## src/hdl/lppd_pkg.sv

```systemverilog
// ----------------------------------------------------------------------------
// lppd_pkg
// Shared types, codes and reset constants for the length-prefixed packet
// deframer.
// ----------------------------------------------------------------------------
package lppd_pkg;

    localparam int PAYLOAD_DEPTH_DEF = 255;
    localparam int BYTE_W            = 8;
    localparam int STATE_CODE_W      = 3;

    // Reset values of the configuration registers.
    localparam logic [BYTE_W-1:0] HEADER_FIRST_RST   = 8'hFF;
    localparam logic [BYTE_W-1:0] HEADER_SECOND_RST  = 8'hAA;
    localparam logic [BYTE_W-1:0] TRAILER_FIRST_RST  = 8'h55;
    localparam logic [BYTE_W-1:0] TRAILER_SECOND_RST = 8'h00;

    // Externally visible deframer state codes.
    localparam logic [STATE_CODE_W-1:0] PS_HDR1  = 3'd0;
    localparam logic [STATE_CODE_W-1:0] PS_HDR2  = 3'd1;
    localparam logic [STATE_CODE_W-1:0] PS_LEN   = 3'd2;
    localparam logic [STATE_CODE_W-1:0] PS_DATA  = 3'd3;
    localparam logic [STATE_CODE_W-1:0] PS_TAIL1 = 3'd4;
    localparam logic [STATE_CODE_W-1:0] PS_TAIL2 = 3'd5;

    typedef enum logic [1:0] {
        OP_RX    = 2'd0,
        OP_READ  = 2'd1,
        OP_CLEAR = 2'd2,
        OP_NONE  = 2'd3
    } opcode_e;

    typedef enum logic [1:0] {
        CFG_HEADER_FIRST   = 2'd0,
        CFG_HEADER_SECOND  = 2'd1,
        CFG_TRAILER_FIRST  = 2'd2,
        CFG_TRAILER_SECOND = 2'd3
    } cfg_idx_e;

    typedef enum logic [5:0] {
        ST_HDR1  = 6'b000001,
        ST_HDR2  = 6'b000010,
        ST_LEN   = 6'b000100,
        ST_DATA  = 6'b001000,
        ST_TAIL1 = 6'b010000,
        ST_TAIL2 = 6'b100000
    } state_e;

    typedef struct packed {
        opcode_e           opcode;
        logic [BYTE_W-1:0] rx_byte;
        logic [BYTE_W-1:0] read_index;
    } item_t;

    typedef struct packed {
        logic                    frame_ready;
        logic [BYTE_W-1:0]       frame_length;
        logic [BYTE_W-1:0]       read_byte;
        logic [STATE_CODE_W-1:0] parse_state;
        logic                    framing_error;
    } result_t;

    typedef struct packed {
        cfg_idx_e          index;
        logic [BYTE_W-1:0] data;
    } cfg_t;

    // Per-item status from the parser to the result pipeline.
    typedef struct packed {
        logic                    frame_ready;
        logic [BYTE_W-1:0]       frame_length;
        logic [STATE_CODE_W-1:0] parse_state;
        logic                    framing_error;
        logic                    rd_en;
        logic                    rd_ok;
    } ctrl_t;

    // Payload store write request; index is the full payload position.
    typedef struct packed {
        logic              en;
        logic [BYTE_W-1:0] index;
        logic [BYTE_W-1:0] data;
    } wr_t;

    function automatic logic [STATE_CODE_W-1:0] state_code(input state_e st);
        logic [STATE_CODE_W-1:0] code;
        unique case (st)
            ST_HDR1:  code = PS_HDR1;
            ST_HDR2:  code = PS_HDR2;
            ST_LEN:   code = PS_LEN;
            ST_DATA:  code = PS_DATA;
            ST_TAIL1: code = PS_TAIL1;
            ST_TAIL2: code = PS_TAIL2;
            default:  code = PS_HDR1;
        endcase
        return code;
    endfunction

endpackage

```

## src/hdl/lppd_chan_if.sv

```systemverilog
// ----------------------------------------------------------------------------
// lppd_chan_if
// Valid/ready channel carrying one payload item per handshake.
// ----------------------------------------------------------------------------
interface lppd_chan_if #(
    parameter type T = logic
);
    logic valid;
    logic ready;
    T     payload;

    modport source (output valid, output payload, input ready);
    modport sink   (input valid, input payload, output ready);
endinterface

```

## src/hdl/length_prefixed_packet_deframer.sv

```systemverilog
// ----------------------------------------------------------------------------
// length_prefixed_packet_deframer
// Header/length/payload/trailer deframer with a readable payload store.
// ----------------------------------------------------------------------------
// The block takes one item per clock on req unless a stalled rsp backs up
// the pipeline, and returns exactly one result item per input item on rsp,
// in order. An opcode of received byte advances the deframer (two
// header bytes, a length byte, that many payload bytes, two trailer bytes);
// read payload byte returns the stored byte at read_index; clear drops the
// frame ready flag. The payload bytes live in a synchronous RAM of
// PAYLOAD_DEPTH entries with a registered read: accepting an item updates
// the deframer registers, writes the RAM and launches the read, and the
// output register then takes that result and the read data for rsp. A payload
// byte written by one item is visible to a read in the very next item. The
// store is not cleared by reset; reading a position that no frame has written
// returns an undefined byte. Configuration writes on cfg are taken in any
// cycle and should be issued only while the block holds no items in flight.
// ----------------------------------------------------------------------------
module length_prefixed_packet_deframer #(
    parameter int PAYLOAD_DEPTH = lppd_pkg::PAYLOAD_DEPTH_DEF
) (
    input  logic               clk,
    input  logic               rst_n,
    lppd_chan_if.sink          req,
    lppd_chan_if.source        rsp,
    lppd_chan_if.sink          cfg
);
    import lppd_pkg::*;

    localparam int ADDR_W = $clog2(PAYLOAD_DEPTH);

    // Parser outputs for the item being accepted this cycle.
    ctrl_t ctrl;
    wr_t   wr;
    item_t item;

    logic  accept;
    logic  s1_advance;

    // Stage 1 waits on the RAM read; the output register faces rsp.
    logic    s1_valid_reg;
    ctrl_t   s1_ctrl_reg;
    logic    out_valid_reg;
    result_t out_item_reg;

    logic [BYTE_W-1:0] ram_rdata;

    assign item = req.payload;

    // Stage 1 moves on whenever the output register is free or draining, so
    // a stalled rsp still lets one new item in before the input backs up.
    assign s1_advance = s1_valid_reg && (!out_valid_reg || rsp.ready);
    assign req.ready  = !s1_valid_reg || s1_advance;
    assign accept     = req.valid && req.ready;

    assign cfg.ready  = 1'b1;

    lppd_parser #(
        .PAYLOAD_DEPTH(PAYLOAD_DEPTH)
    ) u_parser (
        .clk    (clk),
        .rst_n  (rst_n),
        .cfg_we (cfg.valid),
        .cfg_wr (cfg.payload),
        .accept (accept),
        .item   (item),
        .ctrl   (ctrl),
        .wr     (wr)
    );

    // The read data register only loads on an accepted read, so it stays
    // aligned with the item held in stage 1 while rsp is stalled.
    lppd_ram #(
        .WIDTH(BYTE_W),
        .DEPTH(PAYLOAD_DEPTH)
    ) u_payload_ram (
        .clk   (clk),
        .we    (accept && wr.en),
        .waddr (wr.index[ADDR_W-1:0]),
        .wdata (wr.data),
        .re    (accept && ctrl.rd_en),
        .raddr (item.read_index[ADDR_W-1:0]),
        .rdata (ram_rdata)
    );

    always_ff @(posedge clk or negedge rst_n)
    begin
        if (!rst_n)
        begin
            s1_valid_reg <= 1'b0;
        end
        else if (accept)
        begin
            s1_valid_reg <= 1'b1;
        end
        else if (s1_advance)
        begin
            s1_valid_reg <= 1'b0;
        end
    end

    always_ff @(posedge clk)
    begin
        if (accept)
        begin
            s1_ctrl_reg <= ctrl;
        end
    end

    always_ff @(posedge clk or negedge rst_n)
    begin
        if (!rst_n)
        begin
            out_valid_reg <= 1'b0;
        end
        else if (s1_advance)
        begin
            out_valid_reg <= 1'b1;
        end
        else if (rsp.ready)
        begin
            out_valid_reg <= 1'b0;
        end
    end

    // Reads of positions beyond the store, and all non-read items, show zero.
    always_ff @(posedge clk)
    begin
        if (s1_advance)
        begin
            out_item_reg.frame_ready   <= s1_ctrl_reg.frame_ready;
            out_item_reg.frame_length  <= s1_ctrl_reg.frame_length;
            out_item_reg.parse_state   <= s1_ctrl_reg.parse_state;
            out_item_reg.framing_error <= s1_ctrl_reg.framing_error;
            out_item_reg.read_byte     <= (s1_ctrl_reg.rd_en && s1_ctrl_reg.rd_ok)
                                          ? ram_rdata : '0;
        end
    end

    assign rsp.valid   = out_valid_reg;
    assign rsp.payload = out_item_reg;

    // A framing error always leaves an empty, unready deframer at the start.
    a_error_clears: assert property (@(posedge clk) disable iff (!rst_n)
        rsp.valid && rsp.payload.framing_error |->
            (rsp.payload.parse_state == PS_HDR1) && !rsp.payload.frame_ready &&
            (rsp.payload.frame_length == '0))
        else $error("framing error result does not show a cleared deframer");

    // One item never both writes and reads the payload store.
    a_no_rw_same_item: assert property (@(posedge clk) disable iff (!rst_n)
        accept |-> !(wr.en && ctrl.rd_en))
        else $error("payload store written and read by the same item");

    // With both stages full and rsp stalled, no further item may enter.
    a_full_backpressure: assert property (@(posedge clk) disable iff (!rst_n)
        s1_valid_reg && out_valid_reg && !rsp.ready |-> !req.ready)
        else $error("item accepted while the pipeline is full");

    // A held result must not change while it waits on rsp. The read data
    // only matters for an in-range read.
    a_stage1_holds: assert property (@(posedge clk) disable iff (!rst_n)
        s1_valid_reg && !s1_advance |=> s1_valid_reg && $stable(s1_ctrl_reg)
            && (!(s1_ctrl_reg.rd_en && s1_ctrl_reg.rd_ok) || $stable(ram_rdata)))
        else $error("stalled stage 1 item changed");
endmodule

```

## src/hdl/lppd_ram.sv

```systemverilog
// ----------------------------------------------------------------------------
// lppd_ram
// Generic single-write, single-read RAM with a registered read port.
// ----------------------------------------------------------------------------
module lppd_ram #(
    parameter int WIDTH = 8,
    parameter int DEPTH = 256
) (
    input  logic                     clk,
    input  logic                     we,
    input  logic [$clog2(DEPTH)-1:0] waddr,
    input  logic [WIDTH-1:0]         wdata,
    input  logic                     re,
    input  logic [$clog2(DEPTH)-1:0] raddr,
    output logic [WIDTH-1:0]         rdata
);
    logic [WIDTH-1:0] mem [DEPTH];
    logic [WIDTH-1:0] rdata_reg;

    always_ff @(posedge clk)
    begin
        if (we)
        begin
            mem[waddr] <= wdata;
        end
        if (re)
        begin
            rdata_reg <= mem[raddr];
        end
    end

    assign rdata = rdata_reg;
endmodule

```

## src/hdl/lppd_parser.sv

```systemverilog
// ----------------------------------------------------------------------------
// lppd_parser
// Deframer state machine, frame bookkeeping and configuration registers.
// ----------------------------------------------------------------------------
module lppd_parser #(
    parameter int PAYLOAD_DEPTH = lppd_pkg::PAYLOAD_DEPTH_DEF
) (
    input  logic            clk,
    input  logic            rst_n,
    input  logic            cfg_we,
    input  lppd_pkg::cfg_t  cfg_wr,
    input  logic            accept,
    input  lppd_pkg::item_t item,
    output lppd_pkg::ctrl_t ctrl,
    output lppd_pkg::wr_t   wr
);
    import lppd_pkg::*;

    localparam logic [BYTE_W-1:0] DEPTH_LIM = BYTE_W'(PAYLOAD_DEPTH);

    state_e            state_reg,  state_next;
    logic [BYTE_W-1:0] length_reg, length_next;
    logic [BYTE_W-1:0] count_reg,  count_next;
    logic              ready_reg,  ready_next;
    logic              err;
    logic [BYTE_W-1:0] count_inc;

    logic [BYTE_W-1:0] header_first_reg;
    logic [BYTE_W-1:0] header_second_reg;
    logic [BYTE_W-1:0] trailer_first_reg;
    logic [BYTE_W-1:0] trailer_second_reg;

    assign count_inc = count_reg + 8'd1;

    always_comb
    begin
        state_next  = state_reg;
        length_next = length_reg;
        count_next  = count_reg;
        ready_next  = ready_reg;
        err         = 1'b0;
        wr.en       = 1'b0;
        wr.index    = count_reg;
        wr.data     = item.rx_byte;

        unique case (item.opcode)
            OP_RX:
            begin
                unique case (state_reg)
                    ST_HDR1:
                    begin
                        if (item.rx_byte == header_first_reg)
                        begin
                            state_next = ST_HDR2;
                        end
                        else
                        begin
                            err = 1'b1;
                        end
                    end
                    ST_HDR2:
                    begin
                        if (item.rx_byte == header_second_reg)
                        begin
                            state_next = ST_LEN;
                        end
                        else
                        begin
                            err = 1'b1;
                        end
                    end
                    ST_LEN:
                    begin
                        length_next = item.rx_byte;
                        count_next  = '0;
                        // An empty payload skips straight to the trailer.
                        state_next  = (item.rx_byte == '0) ? ST_TAIL1 : ST_DATA;
                    end
                    ST_DATA:
                    begin
                        // Bytes past the store are counted but dropped.
                        wr.en      = (count_reg < DEPTH_LIM);
                        count_next = count_inc;
                        if (count_inc == length_reg)
                        begin
                            state_next = ST_TAIL1;
                        end
                    end
                    ST_TAIL1:
                    begin
                        if (item.rx_byte == trailer_first_reg)
                        begin
                            state_next = ST_TAIL2;
                        end
                        else
                        begin
                            err = 1'b1;
                        end
                    end
                    ST_TAIL2:
                    begin
                        if (item.rx_byte == trailer_second_reg)
                        begin
                            ready_next = 1'b1;
                            state_next = ST_HDR1;
                            count_next = '0;
                        end
                        else
                        begin
                            err = 1'b1;
                        end
                    end
                    default:
                    begin
                    end
                endcase
                // Any header or trailer mismatch drops the whole frame.
                if (err)
                begin
                    state_next  = ST_HDR1;
                    length_next = '0;
                    count_next  = '0;
                    ready_next  = 1'b0;
                end
            end
            OP_CLEAR:
            begin
                ready_next = 1'b0;
            end
            OP_READ, OP_NONE:
            begin
            end
        endcase
    end

    always_comb
    begin
        ctrl.frame_ready   = ready_next;
        ctrl.frame_length  = length_next;
        ctrl.parse_state   = state_code(state_next);
        ctrl.framing_error = err;
        ctrl.rd_en         = (item.opcode == OP_READ);
        ctrl.rd_ok         = (item.read_index < DEPTH_LIM);
    end

    always_ff @(posedge clk or negedge rst_n)
    begin
        if (!rst_n)
        begin
            state_reg  <= ST_HDR1;
            length_reg <= '0;
            count_reg  <= '0;
            ready_reg  <= 1'b0;
        end
        else if (accept)
        begin
            state_reg  <= state_next;
            length_reg <= length_next;
            count_reg  <= count_next;
            ready_reg  <= ready_next;
        end
    end

    always_ff @(posedge clk or negedge rst_n)
    begin
        if (!rst_n)
        begin
            header_first_reg   <= HEADER_FIRST_RST;
            header_second_reg  <= HEADER_SECOND_RST;
            trailer_first_reg  <= TRAILER_FIRST_RST;
            trailer_second_reg <= TRAILER_SECOND_RST;
        end
        else if (cfg_we)
        begin
            unique case (cfg_wr.index)
                CFG_HEADER_FIRST:   header_first_reg   <= cfg_wr.data;
                CFG_HEADER_SECOND:  header_second_reg  <= cfg_wr.data;
                CFG_TRAILER_FIRST:  trailer_first_reg  <= cfg_wr.data;
                CFG_TRAILER_SECOND: trailer_second_reg <= cfg_wr.data;
            endcase
        end
    end
endmodule

```

## src/flat_wrapper.sv

```systemverilog
// flat-port wrapper written by rule: the top's interface ports become plain ports
module length_prefixed_packet_deframer_flat import lppd_pkg::*;
#(
    parameter int PAYLOAD_DEPTH = lppd_pkg::PAYLOAD_DEPTH_DEF
)
  (clk, rst_n, req_valid, req_payload, req_ready, rsp_valid, rsp_payload, rsp_ready, cfg_valid, cfg_payload, cfg_ready);
  lppd_chan_if #(.T(item_t)) req_i ();
  lppd_chan_if #(.T(result_t)) rsp_i ();
  lppd_chan_if #(.T(cfg_t)) cfg_i ();
  input  logic clk;
  input  logic rst_n;
  input wire logic [$bits(req_i.valid)-1:0] req_valid;
  input wire logic [$bits(req_i.payload)-1:0] req_payload;
  output wire logic [$bits(req_i.ready)-1:0] req_ready;
  output wire logic [$bits(rsp_i.valid)-1:0] rsp_valid;
  output wire logic [$bits(rsp_i.payload)-1:0] rsp_payload;
  input wire logic [$bits(rsp_i.ready)-1:0] rsp_ready;
  input wire logic [$bits(cfg_i.valid)-1:0] cfg_valid;
  input wire logic [$bits(cfg_i.payload)-1:0] cfg_payload;
  output wire logic [$bits(cfg_i.ready)-1:0] cfg_ready;
  assign req_i.valid = req_valid;
  assign req_i.payload = req_payload;
  assign req_ready = req_i.ready;
  assign rsp_valid = rsp_i.valid;
  assign rsp_payload = rsp_i.payload;
  assign rsp_i.ready = rsp_ready;
  assign cfg_i.valid = cfg_valid;
  assign cfg_i.payload = cfg_payload;
  assign cfg_ready = cfg_i.ready;
  length_prefixed_packet_deframer #(.PAYLOAD_DEPTH(PAYLOAD_DEPTH)) u_core (.clk(clk), .rst_n(rst_n), .req(req_i), .rsp(rsp_i), .cfg(cfg_i));
endmodule
```

## config.mk

```make
export PLATFORM = sky130hd
export DESIGN_NAME = length_prefixed_packet_deframer_flat
export DESIGN_NICKNAME = d
export VERILOG_FILES = /design/src/hdl/lppd_pkg.sv /design/src/hdl/lppd_chan_if.sv /design/src/hdl/length_prefixed_packet_deframer.sv /design/src/hdl/lppd_ram.sv /design/src/hdl/lppd_parser.sv /design/src/flat_wrapper.sv
export SDC_FILE = /design/constraint.sdc
export NUM_CORES = 2
export LEC_CHECK = 0
export BUFFER_PORTS_ARGS = -buffer_cell sky130_fd_sc_hd__buf_2
export CELL_PAD_IN_SITES_DETAIL_PLACEMENT = 1
export CELL_PAD_IN_SITES_GLOBAL_PLACEMENT = 2
export CORE_MARGIN = 5
export CORE_UTILIZATION = 25
export CTS_BUF_LIST = sky130_fd_sc_hd__clkbuf_8
export DETAILED_ROUTE_END_ITERATION = 12
export PLACE_DENSITY_LB_ADDON = 0.1
export SETUP_SLACK_MARGIN = 0.15
export SLEW_MARGIN = 10
export SYNTH_ARGS = -nofsm -noshare
export SYNTH_HDL_FRONTEND = slang
export SYNTH_HIERARCHICAL = 1
export SYNTH_SLANG_ARGS = --single-unit
export TNS_END_PERCENT = 50
```

## constraint.sdc

```tcl
create_clock -name clk -period 6.8 [get_ports clk]
set_input_delay 1.36 -clock clk [delete_from_list [all_inputs] [get_ports clk]]
set_output_delay 1.36 -clock clk [all_outputs]
set_load 0.02 [all_outputs]
```

After elaboration in Yosys (flattened, before gate mapping)
Memory sizes are Yosys's and may differ from the RTL's. A register that Yosys moved wholly into a read port is not among the register bits.
Index checks and enable logic that the tools add are counted.
Widths: inputs -> output; s select.
Operators by class
  $add $sub $neg: 1
  multiply operators: 0
  divide/modulo/power cells: 0
  magnitude comparators: 2
  equal/unequal tests: 22
  shift-type cells: 0
  multiplexer cells: 34
  bitwise gates (word level): 0
  reduce and logical (&&, ||, !) cells: 20
Operators with widths (count)
  $mux 6: 7
  $eq 8x8->1: 5
  $mux 8: 5
  $pmux 6 s6: 1
  $pmux 8 s3: 1
  $lt 8x8->1 const B: 2
  $mux 1: 16
  $pmux 3 s5: 1
  $eq 6x2->1 const B: 2
  $eq 6x3->1 const B: 2
  $eq 6x4->1 const B: 2
  $eq 6x5->1 const B: 2
  $eq 6x6->1 const B: 2
  $add 8x1->8 const B: 1
  $logic_not 8->1: 1
  $reduce_and 2->1: 4
  $eq 2x2->1 const B: 3
  $eq 6x1->1 const B: 1
  $logic_and 1x1->1: 5
  $mux 5: 1
  $eq 2x1->1 const B: 2
  $logic_not 2->1: 2
  $pmux 1 s4: 1
  $reduce_and 4->1: 1
  other kinds (6): 9
Word-level totals
  flip-flop bits (word level): 93
  latch bits: 0
  bits in writable memories: 2040
  ROM bits: 0
  bits of input ports: 33
  output and inout port bits: 24
  word-level logic and storage cells: 101
  memories: 1
Memory list
  u_core.u_payload_ram.mem: depth 255, width 8, read ports 1, clocked after Yosys merged registers in 1, write ports 1, RTL line lppd_ram.sv:17  | logic [WIDTH-1:0] mem [DEPTH];

Logic depth before layout (Yosys ltp)
  word-level depth: 8
  depth in mapped cells: 14
  gate-level depth less buffers: 8

By module
Netlist, hierarchy kept.
Modules (own cells, without submodules)
  lppd_ram: instances 1, cells each 3910, area an instance 80566.0 sq um, sequential area each 61499.0 sq um
  lppd_parser: instances 1, cells each 340, area an instance 3657.3 sq um, sequential area each 1397.6 sq um
  length_prefixed_packet_deframer: instances 1, cells each 56, area an instance 1257.5 sq um, sequential area each 1131.1 sq um

Worst setup path before layout
Ideal clock, no wire load.
  path kind: input-to-reg
  start point: in req_payload[17]
  end point: mem u_core.u_payload_ram.mem[116][0] (enable)
  setup time: 0.370 ns
  arrival: 3.447 ns
  data required time: 6.430 ns
  slack: 2.982 ns
  stages on the path: 9
  path buffers: 4
  cell sequence: or2_2 -> clkbuf_1 -> nor3_1 -> and3_1 -> clkbuf_1 -> clkbuf_1 -> nand3_1 -> clkbuf_1 -> nor2_1
RTL lines
  from (decl): RTL line flat_wrapper.sv:13  | input wire logic [$bits(req_i.payload)-1:0] req_payload;
  to (decl): RTL line lppd_ram.sv:17

==> results.md <==
- Status: complete, no violations
- Insertion delay of the later-clocked pin in the worst-skew pair: 1050 ps
- Number of global-route vias before repair: 47930
- Half-perimeter wire length after detailed placement: between 150 and 200 mm
- Post-CTS Setup Bufs: 0
- Worst reg2reg setup slack: ~2000 ps
- Placed Instance Area: a little over 0.09 mm2
- Initial antenna violation count: 28
- Slew headroom: 0.1598
- CP required: around 7400 ps
- Skew final: between 60 and 70 ps
- Crit Path Max Fanout: 19
- Proportion of power drawn by flip-flops and latches: 0.530
- Number of pins exceeding their max-slew limit in the final report: 0
- Classification of the worst-slack hold path: reg2reg
- Cell variety after synth: between 100 and 150
- Switching share of total power: 0.2490
- Synthesized area: 0.08548 mm2
- Die extent in x: 594.7 um
- Number of standard cells after synthesis: about 4300
- R2r worst-path depth: 9
- Weighted congestion reported at the end of routability-driven placement: roughly 0.75
- FF-to-FF End: u_core/u_payload_ram/mem[115][4]$_DFFE_PP_
- Unrepaired setup endpoints after global routing: no
- Total met2 wirelength after detailed routing: about 150 mm
- Total number of vias: between 40000 and 50000
- Number of vias per cell after detailed routing: 4.682
- Detailed Route Iter0 Violations: 3412
- Transition time of the tightest slew-check pin: roughly 1300 ps
- Maximum buffer depth of the clock tree: 4
- Count of instances resized after the clock tree is built: 0
- Main synth FF type: sky130_fd_sc_hd__edfxtp_1
- First-pass DRT Iterations: 7
- List of cells traversed by the critical path: ha_1, and2_1, nand2_1, nor2_1, nor3_1, and3_1, nand4_1, buf_4, nor2_1
- Critical Path Stages: 9
- Setup violation total in the final timing report: 0
- Starting density of the core: 0.2512
- Post-synthesis register bit count: 2141
- Sequential share of the synthesized area: 0.7490
- First-pass GRT wire length: ~420 mm
- Cell Rows: ~210
- Origin of the worst setup path: u_core/u_parser/count_reg[0]$_DFFE_PN0P_
- Worst Path Arrival: approximately 5400 ps
- Root buffer selected by CTS: sky130_fd_sc_hd__clkbuf_8
- Number of clock buffers inserted by TritonCTS: 391
- Clock network fraction of total power: 0.407
- Clock tree from TritonCTS: done
- Count of hold buffers inserted by post-cts repair: 0
- Number of buffers added on ports: 55
- Total power density per cell area: around 280 mW/mm2
- Clock sinks: 2141
- Sum of negative setup slack: 0 ps
- Hold_ws: approximately 430 ps
- Total Wirelength: between 300 and 400 mm
- Routed length per instance: between 30 and 40 um
- DRC violations left: 0
- Cell at the slowest stage of the critical path: sky130_fd_sc_hd__nor2_1
- Met3 WL: ~11 mm
- Final #Nets: ~4700
- Uppermost layer routed: met5
- Largest net degree at the start of global routing: between 100 and 150
- Maximum level of the CTS H-tree: 5
- Number of warnings issued by yosys: 6
- Most repeated library cell on the critical path: sky130_fd_sc_hd__nor2_1
- Fraction of final layout cells with drive strength greater than 1: 0.2426
- Worst VDD drop: around 0.16 mV
- Number of hold-slack violations in the final timing report: 0
- Core Box Area: between 0.3 and 0.4 mm2
- Async set-or-reset flop fraction in the synthesized netlist: 0.02662
- Post-layout power: around 0.028 W
- Category of the worst setup path launch point: flip-flop
- Critical path buffer and inverter count: 1
- Signed area change from the synthesized netlist to the final layout: 14.77%
- Die Footprint: roughly 0.35 mm2
- Max cap viols: 0
- Combinational cell fraction of total power: 0.063
- Routed Antenna Nets: 0
- Clk pin slew, worst setup/hold paths: 60 ps
- Delay-heaviest family, CP: simple AND/OR/NAND/NOR gates
- Congestion Overflow GR: 0
- Wire length on met1: ~140 mm
- Sort of element at the end of the critical path: flip-flop
- Global-route usage over all layers: 0.1703
- End point of the critical path: u_core/u_payload_ram/mem[115][4]$_DFFE_PP_
- Final period demand of the worst path: 4754 ps
- Count of boundary I/O pins: 57
- Internal power: 0.02071 W
- Max FFs per register: roughly 2000
- Mapped Avg Cell Area: 19.85 um2
- Upper clock frequency limit: around 0.21 GHz
- Type of the worst setup path: reg2reg
- Synthesized Nets: about 4300
- Post-route fraction of the period consumed by the critical path: 0.6991
- FF-to-FF Start: u_core/u_parser/count_reg[0]$_DFFE_PN0P_
- Die span in y: approximately 590 um
- Delay of the slowest critical-path stage: 970 ps
- Final non-filler cell area: roughly 0.098 mm2
- Power dissipated by switching net loads: 0.006865 W
- Number of enable-type register cells in the synthesized netlist: around 2100
- Leakage component of the power: around 31 nW
-- worst min-delay path by stage --
stage / start / to / slack, ps / cells after the start
global placement: u_core/s1_ctrl_reg[5]$_DFFE_PP_ / u_core/rsp.payload[3]$_DFFE_PP_ / 420 / 0
global route: u_core/s1_ctrl_reg[7]$_DFFE_PP_ / u_core/rsp.payload[13]$_DFFE_PP_ / 430 / 0
detailed placement: u_core/s1_ctrl_reg[6]$_DFFE_PP_ / u_core/rsp.payload[12]$_DFFE_PP_ / 410 / 0
finish: u_core/s1_ctrl_reg[7]$_DFFE_PP_ / u_core/rsp.payload[13]$_DFFE_PP_ / 430 / 0
CTS: rst_n / u_core/u_parser/count_reg[0]$_DFFE_PN0P_ / 390 / 2
floorplan: u_core/s1_ctrl_reg[2]$_DFFE_PP_ / u_core/rsp.payload[0]$_DFFE_PP_ / 400 / 0
-- synth_stat cells, types with 7 or more instances --
cell type | n | area share
sky130_fd_sc_hd__a22o_1 | 18 | 0.0018
sky130_fd_sc_hd__or2_2 | 7 | 0.00051
sky130_fd_sc_hd__a21oi_1 | 74 | 0.0043
sky130_fd_sc_hd__buf_2 | 56 | 0.0033
sky130_fd_sc_hd__nand2_1 | 184 | 0.0081
sky130_fd_sc_hd__o221ai_1 | 60 | 0.0061
sky130_fd_sc_hd__nand3_1 | 57 | 0.0033
sky130_fd_sc_hd__o21ai_0 | 44 | 0.0026
sky130_fd_sc_hd__mux2i_1 | 191 | 0.022
sky130_fd_sc_hd__mux4_1 | 60 | 0.018
sky130_fd_sc_hd__dfstp_2 | 17 | 0.0052
sky130_fd_sc_hd__buf_8 | 30 | 0.0053
sky130_fd_sc_hd__a211oi_1 | 15 | 0.0013
sky130_fd_sc_hd__nor4_1 | 11 | 0.00081
sky130_fd_sc_hd__dfrtp_1 | 40 | 0.012
sky130_fd_sc_hd__buf_6 | 37 | 0.0049
sky130_fd_sc_hd__a2111oi_0 | 12 | 0.0012
sky130_fd_sc_hd__xnor2_1 | 20 | 0.0020
sky130_fd_sc_hd__and2_1 | 14 | 0.0010
sky130_fd_sc_hd__buf_4 | 34 | 0.0030
sky130_fd_sc_hd__o22ai_1 | 57 | 0.0042
sky130_fd_sc_hd__mux2_2 | 41 | 0.0054
sky130_fd_sc_hd__clkbuf_1 | 85 | 0.0037
sky130_fd_sc_hd__nor2b_1 | 24 | 0.0018
sky130_fd_sc_hd__nand4_1 | 23 | 0.0017
sky130_fd_sc_hd__a31oi_1 | 23 | 0.0017
sky130_fd_sc_hd__clkbuf_4 | 10 | 0.00088
sky130_fd_sc_hd__nor3_1 | 25 | 0.0015
sky130_fd_sc_hd__edfxtp_1 | 2084 | 0.73
sky130_fd_sc_hd__buf_1 | 11 | 0.00048
sky130_fd_sc_hd__nand2b_1 | 11 | 0.00081
sky130_fd_sc_hd__mux4_2 | 382 | 0.10
sky130_fd_sc_hd__nor2_1 | 325 | 0.014
sky130_fd_sc_hd__or3_1 | 7 | 0.00051
sky130_fd_sc_hd__o211ai_1 | 12 | 0.0011
sky130_fd_sc_hd__xor2_1 | 23 | 0.0024
sky130_fd_sc_hd__a22oi_1 | 26 | 0.0023
sky130_fd_sc_hd__and3_1 | 29 | 0.0021
-- metrics by stage --
stage,util,worst slack [ps],std cells
global placement,0.2678,1430,8794
global route,0.2883,1889,9485
floorplan,-,2982,4306
CTS,0.2882,2046,9482
finish,0.2883,2046,9486
detailed placement,0.2680,1425,8796
-- area by class of cell --
type	instances	area, um2
multi-input cells	1885	19520
inverters	7	36.28
well taps	4536	5675
clock buffers	397	5464
diodes	4	10.01
flip-flops and latches	2141	64030
clock inverters	289	1436
fillers	34670	242200
repair buffers	227	1938
-- power groups by stage --
stage                     logic, W  clock network [W]  registers [W]
after CTS                  0.00180             0.0117         0.0146
after floorplan           0.000992                  0         0.0149
after global routing       0.00184             0.0123         0.0146
after detailed placement   0.00179                  0         0.0149
after global placement     0.00179                  0         0.0149
final                      0.00173             0.0112         0.0146
-- routing by layer --
metal  up-vias  GRT usage
met5         -          0
met4         8    0.03718
met3       344    0.02328
met2       960     0.2808
met1     24630     0.2394
li1      18460          -
-- cell usage in the layout (no fill, tap or decap), types with 21 or more instances in the layout --
master	n
sky130_fd_sc_hd__a21oi_1	74
sky130_fd_sc_hd__a22oi_1	26
sky130_fd_sc_hd__a31oi_1	23
sky130_fd_sc_hd__and3_1	29
sky130_fd_sc_hd__buf_2	42
sky130_fd_sc_hd__buf_4	152
sky130_fd_sc_hd__clkbuf_8	397
sky130_fd_sc_hd__clkinv_1	88
sky130_fd_sc_hd__clkinv_2	38
sky130_fd_sc_hd__dfrtp_1	40
sky130_fd_sc_hd__edfxtp_1	2084
sky130_fd_sc_hd__inv_1	135
sky130_fd_sc_hd__mux2_2	41
sky130_fd_sc_hd__mux2i_1	191
sky130_fd_sc_hd__mux4_1	60
sky130_fd_sc_hd__mux4_2	382
sky130_fd_sc_hd__nand2_1	183
sky130_fd_sc_hd__nand3_1	51
sky130_fd_sc_hd__nand4_1	23
sky130_fd_sc_hd__nor2_1	318
sky130_fd_sc_hd__nor2b_1	21
sky130_fd_sc_hd__nor3_1	25
sky130_fd_sc_hd__o21ai_0	44
sky130_fd_sc_hd__o221ai_1	60
sky130_fd_sc_hd__o22ai_1	57
sky130_fd_sc_hd__xor2_1	23
-- cell families (layout without fill, tap and decap cells) --
kind of cell / after synthesis / in the layout / synth area share
flops: 2141 / 2141 / 0.7490
simple gates: 754 / 754 / 0.04106
mux: 675 / 675 / 0.1470
compound gates: 410 / 410 / 0.03443
buf+inv: 280 / 920 / 0.02367
xor+xnor: 44 / 44 / 0.004596
fa+ha+maj: 1 / 1 / 0.0001463
other cells: 1 / 5 / 0.00004387
-- worst register-to-register path, delay by kind of cell (launching register included) --
kind | cells | cell delay [ps]
flip-flops | 1 | 680
buffers and inverters | 1 | 390
AND/OR/NAND/NOR | 7 | 2820
adder cells (fa/ha/maj) | 1 | 470
Power figures use the tool's default switching activity.
